File: config.mk
export PLATFORM = sky130hd
export DESIGN_NAME = dhkt_ctrl
export DESIGN_NICKNAME = d
export VERILOG_FILES = /design/src/rtl/dhkt_pkg.sv /design/src/rtl/dhkt_ctrl.sv
export SDC_FILE = /design/constraint.sdc
export NUM_CORES = 1
export LEC_CHECK = 0
export BUFFER_PORTS_ARGS = -buffer_cell sky130_fd_sc_hd__buf_2
export CAP_MARGIN = 20
export CORE_AREA = 2 2 39 41
export DETAILED_ROUTE_END_ITERATION = 6
export DIE_AREA = 0 0 41 43
export PLACE_DENSITY = 0.67
export SYNTH_ARGS = -nofsm -noshare
export SYNTH_HDL_FRONTEND = slang
export SYNTH_SLANG_ARGS = --single-unit
File: constraint.sdc
create_clock -name i_clk -period 1.9 [get_ports i_clk]
set_input_delay 0.38 -clock i_clk [delete_from_list [all_inputs] [get_ports i_clk]]
set_output_delay 0.38 -clock i_clk [all_outputs]
set_load 0.02 [all_outputs]
File: src/rtl/dhkt_pkg.sv
// shared constants, codes and control types for the double hash key table
package dhkt_pkg;

    // storage geometry
    localparam int LOG2_DEPTH = 8;
    localparam int DEPTH      = 1 << LOG2_DEPTH;
    localparam int IDX_W      = LOG2_DEPTH;
    localparam int KEY_BYTES  = 8;
    localparam int KEY_W      = 64;
    localparam int LEN_W      = 4;
    localparam int DATA_W     = 32;
    localparam int HASH_W     = 16;
    localparam int CFG_W      = 4;
    localparam int APB_AW     = 3;
    localparam int APB_DW     = 32;

    // register index of table_size_log2, taken from paddr bit 2
    localparam logic REG_TABLE_SIZE = 1'b0;

    // request opcodes
    localparam logic [1:0] OP_FIND   = 2'd0;
    localparam logic [1:0] OP_INSERT = 2'd1;
    localparam logic [1:0] OP_CLEAR  = 2'd2;

    // result status codes
    typedef enum logic [1:0] {
        ST_OK   = 2'd0,
        ST_MISS = 2'd1,
        ST_FULL = 2'd2,
        ST_ZERO = 2'd3
    } t_status;

    // one table row
    typedef struct packed {
        logic [KEY_W-1:0]  key;
        logic [LEN_W-1:0]  len;
        logic [DATA_W-1:0] data;
    } t_slot;

    // controller to datapath commands
    typedef struct packed {
        logic    load;
        logic    hash;
        logic    read;
        logic    advance;
        logic    write;
        logic    clear;
        logic    emit;
        t_status res_code;
        logic    res_data;
        logic    res_slot;
    } t_dp_cmd;

    // datapath to controller status
    typedef struct packed {
        logic [1:0] op;
        logic       data_zero;
        logic       hit;
        logic       occupied;
        logic       wrap;
    } t_dp_sts;

endpackage

File: src/rtl/dhkt_ctrl.sv
// key table controller: request sequencing, probe loop and result handshake
module dhkt_ctrl (
    input  logic               i_clk,
    input  logic               i_rst_n,
    input  logic               i_req_valid,
    output logic               o_req_ready,
    output logic               o_rsp_valid,
    input  logic               i_rsp_ready,
    output dhkt_pkg::t_dp_cmd  o_cmd,
    input  dhkt_pkg::t_dp_sts  i_sts
);

    typedef enum logic [2:0] {
        S_IDLE,
        S_DECODE,
        S_READ,
        S_CHECK,
        S_RESULT
    } t_state;

    t_state             r_state;
    t_state             n_state;
    logic               r_out_valid;
    dhkt_pkg::t_status  r_res_code;
    dhkt_pkg::t_status  n_res_code;
    logic               r_res_data;
    logic               n_res_data;
    logic               r_res_slot;
    logic               n_res_slot;
    logic               accept;
    logic               out_free;

    assign accept   = i_req_valid && (r_state == S_IDLE);
    assign out_free = !r_out_valid || i_rsp_ready;

    // next state, commands and result selection
    always_comb begin
        n_state    = r_state;
        n_res_code = r_res_code;
        n_res_data = r_res_data;
        n_res_slot = r_res_slot;
        o_cmd      = '0;
        o_cmd.res_code = r_res_code;
        o_cmd.res_data = r_res_data;
        o_cmd.res_slot = r_res_slot;
        unique case (r_state)
            S_IDLE: begin
                if (accept) begin
                    o_cmd.load = 1'b1;
                    n_state    = S_DECODE;
                end
            end
            S_DECODE: begin
                n_res_code = dhkt_pkg::ST_MISS;
                n_res_data = 1'b0;
                n_res_slot = 1'b0;
                n_state    = S_RESULT;
                if (i_sts.op == dhkt_pkg::OP_CLEAR) begin
                    o_cmd.clear = 1'b1;
                    n_res_code  = dhkt_pkg::ST_OK;
                end else if (i_sts.op == dhkt_pkg::OP_INSERT && i_sts.data_zero) begin
                    n_res_code  = dhkt_pkg::ST_ZERO;
                end else if (i_sts.op == dhkt_pkg::OP_FIND
                             || i_sts.op == dhkt_pkg::OP_INSERT) begin
                    o_cmd.hash  = 1'b1;
                    n_state     = S_READ;
                end
            end
            S_READ: begin
                o_cmd.read = 1'b1;
                n_state    = S_CHECK;
            end
            S_CHECK: begin
                if (i_sts.hit) begin
                    n_state = S_RESULT;
                    if (i_sts.op == dhkt_pkg::OP_INSERT) begin
                        o_cmd.write = 1'b1;
                        n_res_code  = dhkt_pkg::ST_OK;
                        n_res_slot  = 1'b1;
                    end else if (i_sts.occupied) begin
                        n_res_code  = dhkt_pkg::ST_OK;
                        n_res_data  = 1'b1;
                        n_res_slot  = 1'b1;
                    end
                end else if (i_sts.wrap) begin
                    n_state = S_RESULT;
                    if (i_sts.op == dhkt_pkg::OP_INSERT) begin
                        n_res_code = dhkt_pkg::ST_FULL;
                    end
                end else begin
                    o_cmd.advance = 1'b1;
                    n_state       = S_READ;
                end
            end
            S_RESULT: begin
                if (out_free) begin
                    o_cmd.emit = 1'b1;
                    n_state    = S_IDLE;
                end
            end
            default: begin
                n_state = S_IDLE;
            end
        endcase
    end

    // state and registered outputs
    always_ff @(posedge i_clk) begin
        if (!i_rst_n) begin
            r_state     <= S_IDLE;
            r_out_valid <= 1'b0;
            r_res_code  <= dhkt_pkg::ST_MISS;
            r_res_data  <= 1'b0;
            r_res_slot  <= 1'b0;
        end else begin
            r_state    <= n_state;
            r_res_code <= n_res_code;
            r_res_data <= n_res_data;
            r_res_slot <= n_res_slot;
            if (o_cmd.emit) begin
                r_out_valid <= 1'b1;
            end else if (i_rsp_ready) begin
                r_out_valid <= 1'b0;
            end
        end
    end

    assign o_req_ready = (r_state == S_IDLE);
    assign o_rsp_valid = r_out_valid;

    // a result register load never overwrites an untaken result
    a_emit_free: assert property (@(posedge i_clk) disable iff (!i_rst_n)
        o_cmd.emit |-> out_free)
        else $error("result overwritten before taken");

    // table writes only come from an insert that hit
    a_write_insert: assert property (@(posedge i_clk) disable iff (!i_rst_n)
        o_cmd.write |-> (i_sts.op == dhkt_pkg::OP_INSERT && i_sts.hit))
        else $error("slot write outside a matching insert");

    // probing moves on only after a miss that has not wrapped
    a_advance_miss: assert property (@(posedge i_clk) disable iff (!i_rst_n)
        o_cmd.advance |-> (!i_sts.hit && !i_sts.wrap))
        else $error("probe advanced past a hit or wrap");

    // a new result appears only out of the result state
    a_rsp_source: assert property (@(posedge i_clk) disable iff (!i_rst_n)
        $rose(r_out_valid) |-> $past(r_state) == S_RESULT)
        else $error("result valid raised outside result state");

endmodule

==> results.json <==
{
  "cp.arrival_ns": 1.45,
  "dr.pass1.iters": 4,
  "antenna_found_initial": 0,
  "synth_top_cell_by_area": "dfxtp_1",
  "synthMuxAreaShare_pct": 0,
  "syn-num-nets": 65,
  "die_x_um": 41,
  "core.rowCount": 14,
  "mostFrequentLayoutCells": "22 x buf_2, 6 x dfxtp_1, 5 x nor2b_1, 4 x inv_1",
  "routabilityCongestion": 0.868,
  "die_y_um": 43,
  "worstPathRequired_ns": 1.52,
  "dp_hpwl_um": 844,
  "hp-class": "input port to flip-flop",
  "layout-drive-gt1-share_pct": 44.7,
  "diodes": 0,
  "dr_total_vias": 470,
  "clock-root-buffer": "clkbuf_4",
  "grt_overflow": 0,
  "outcome": "completed",
  "drv_slew": 0,
  "maxSlewHeadroom_pct": 79.5,
  "grt_first_pass_wirelength_um": 1560,
  "first_global_vias": 387,
  "powerDensity_nw_per_um2": 650,
  "startpoint_type": "flip-flop",
  "dieArea_um2": 1760,
  "layout.nets": 88,
  "synth_simple_gate_area_share_pct": 32.3,
  "dp_cells": 89,
  "routedWlPerCell_um": 11.7,
  "htreeDepth": 1,
  "synth_compound_area_share_pct": 25.4,
  "worstPathMaxFanout": 9,
  "avgViaCountPerCell": 5.11,
  "clk_pin_slew_worst_paths_ns": 0.05,
  "synthDominantCellAreaShare_pct": 31.8,
  "tns_ns": 0,
  "stdcell_count": 92,
  "initial_core_util_pct": 36.3,
  "ioPinCount": 23,
  "timing.final.crit_share_pct": 96.5,
  "ys_ff_latch": 8,
  "numPortBuffers": 22,
  "syn_to_final_growth_pct": 24.4,
  "final_common_cell": "buf_2",
  "setup_viol": 0,
  "synthCells": 55,
  "cts_inserted_buffers": 3,
  "synth_cell_types": 29,
  "clkSinkCount": 8,
  "clock.fmax_ghz": 0.545,
  "clk_latency_ns": 0.25,
  "yosysWarnings": 0,
  "final-hold-violation-count": 0,
  "min_period_ns": 1.83,
  "finClkSkew_ns": 0.00142,
  "synth_xor_xnor_area_share_pct": 0,
  "max-cap-violations": 0,
  "netlist_area_um2": 503,
  "grt_max_degree": 11,
  "end_kind": "primary output",
  "cts_tree": "done",
  "critPathKind": "flip-flop to primary output",
  "clk_path_buf_depth": 2,
  "routed_wl_um": 1070,
  "drt-initial-drc-count": 5,
  "ys_seq_area_share_pct": 31.8,
  "synth_top_family_by_area": "simple AND/OR/NAND/NOR gates",
  "drc": 0,
  "groute.usage.overall_pct": 13.8,
  "power.leakage_nw": 0.289,
  "ant_nets": 0,
  "peakVddDrop_uv": 362,
  "synthTopCellsByArea": "dfxtp_1 32%, nor2b_1 6.2%, nor2b_4 5.5%",
  "tightest_slew_ns": 0.305,
  "avgSynthCellArea_um2": 9.15,
  "synthAdderAreaFrac_pct": 0,
  "core_area_um2": 1380,
  "rsz0062_at_grt": "no"
}
-- worst paths after layout --
| check | slack [ns] | from | end | depth (start not counted) |
|---|---|---|---|---|
| worst max register to register | 0.76 | r_state[2] | r_res_code[0] | 3 |
| worst max-delay path | 0.07 | r_state[0] | o_cmd[9] | 3 |
| worst min register to register | 0.44 | r_res_slot | r_res_slot | 2 |
| worst min-delay path | 0.39 | i_rst_n | r_res_code[0] | 2 |
-- worst max-delay path: stages (launching register included) --
cell and delay [ns]:
dfxtp_2 0.40, or3b_4 0.42, a211oi_2 0.19, buf_2 0.19
-- area by class of cell --
class,instances,area [um^2]
Clock buffer,3,22.5
Fill cell,135,758
Inverter,4,15.0
Multi-Input combinational cell,39,295
Sequential cell,8,163
Tap cell,16,20.0
Timing Repair Buffer,22,110
-- stage by stage --
stage                     utilization (%)  total power [W]  hold WS [ns]  area [um^2]  setup slack (ns)
after global routing                 45.2         0.000435         0.395          626           0.00145
final                                45.2         0.000407         0.387          626            0.0662
after detailed placement             43.0         0.000282         0.435          596             0.261
after CTS                            44.8         0.000415         0.387          619            0.0663
after floorplan                         -         0.000252         0.423          503             0.241
after global placement               43.0         0.000281         0.433          596             0.287
-- cells in the mapped netlist --
| master | count |
|---|---|
| dfxtp_1 | 8 |
| nor2b_1 | 5 |
| inv_1 | 4 |
| nor3_1 | 3 |
| o21ai_0 | 3 |
| a211oi_1 | 2 |
| and2_1 | 2 |
| buf_4 | 2 |
| buf_6 | 2 |
| nand2b_1 | 2 |
| nor2b_4 | 2 |
| nor3b_1 | 2 |
| o21a_1 | 2 |
| a211oi_2 | 1 |
| a21o_1 | 1 |
| a21oi_1 | 1 |
| a221oi_2 | 1 |
| a22oi_1 | 1 |
| a31o_1 | 1 |
| a31oi_1 | 1 |
| and3_1 | 1 |
| and3b_2 | 1 |
| nand2_1 | 1 |
| nand3b_1 | 1 |
| nor2_1 | 1 |
| nor4_1 | 1 |
| o221a_1 | 1 |
| o221ai_1 | 1 |
| or3b_4 | 1 |
-- repair_timing --
item                                    in CTS  in global routing
resized for setup                            1                  2
cloned                                       0                  0
hold buffers                                 0                  0
endpoints found under the setup margin       1                  1
endpoints found under the hold margin        0                  0
setup buffers                                0                  0
-- registers in the layout, summed over array words and instances (netlist names) --
register / flops
r_res_code: 2
r_res_data: 1
r_state: 3
r_res_slot: 1
o_rsp_valid: 1
-- power by group --
part | internal [W] | leakage (nW) | switching [W]
clock network | 0.0000721 | 0.0138 | 0.0000548
logic | 0.0000397 | 0.210 | 0.0000532
registers | 0.000178 | 0.0661 | 0.00000949
-- per-layer routing --
layer  track usage (%)  part of all wire (%)
met5                 0                     0
met3              9.42                   8.2
met2              17.8                    46
met1              18.1                    45
met4              4.00                  0.56
-- kinds of logic after synthesis --
logic type / after synthesis
DFF: 8
and+or+nand+nor: 23
buffers and inverters: 8
AOI/OAI and AO/OA: 16
Note: power is estimated with default switching activity, not from simulation.
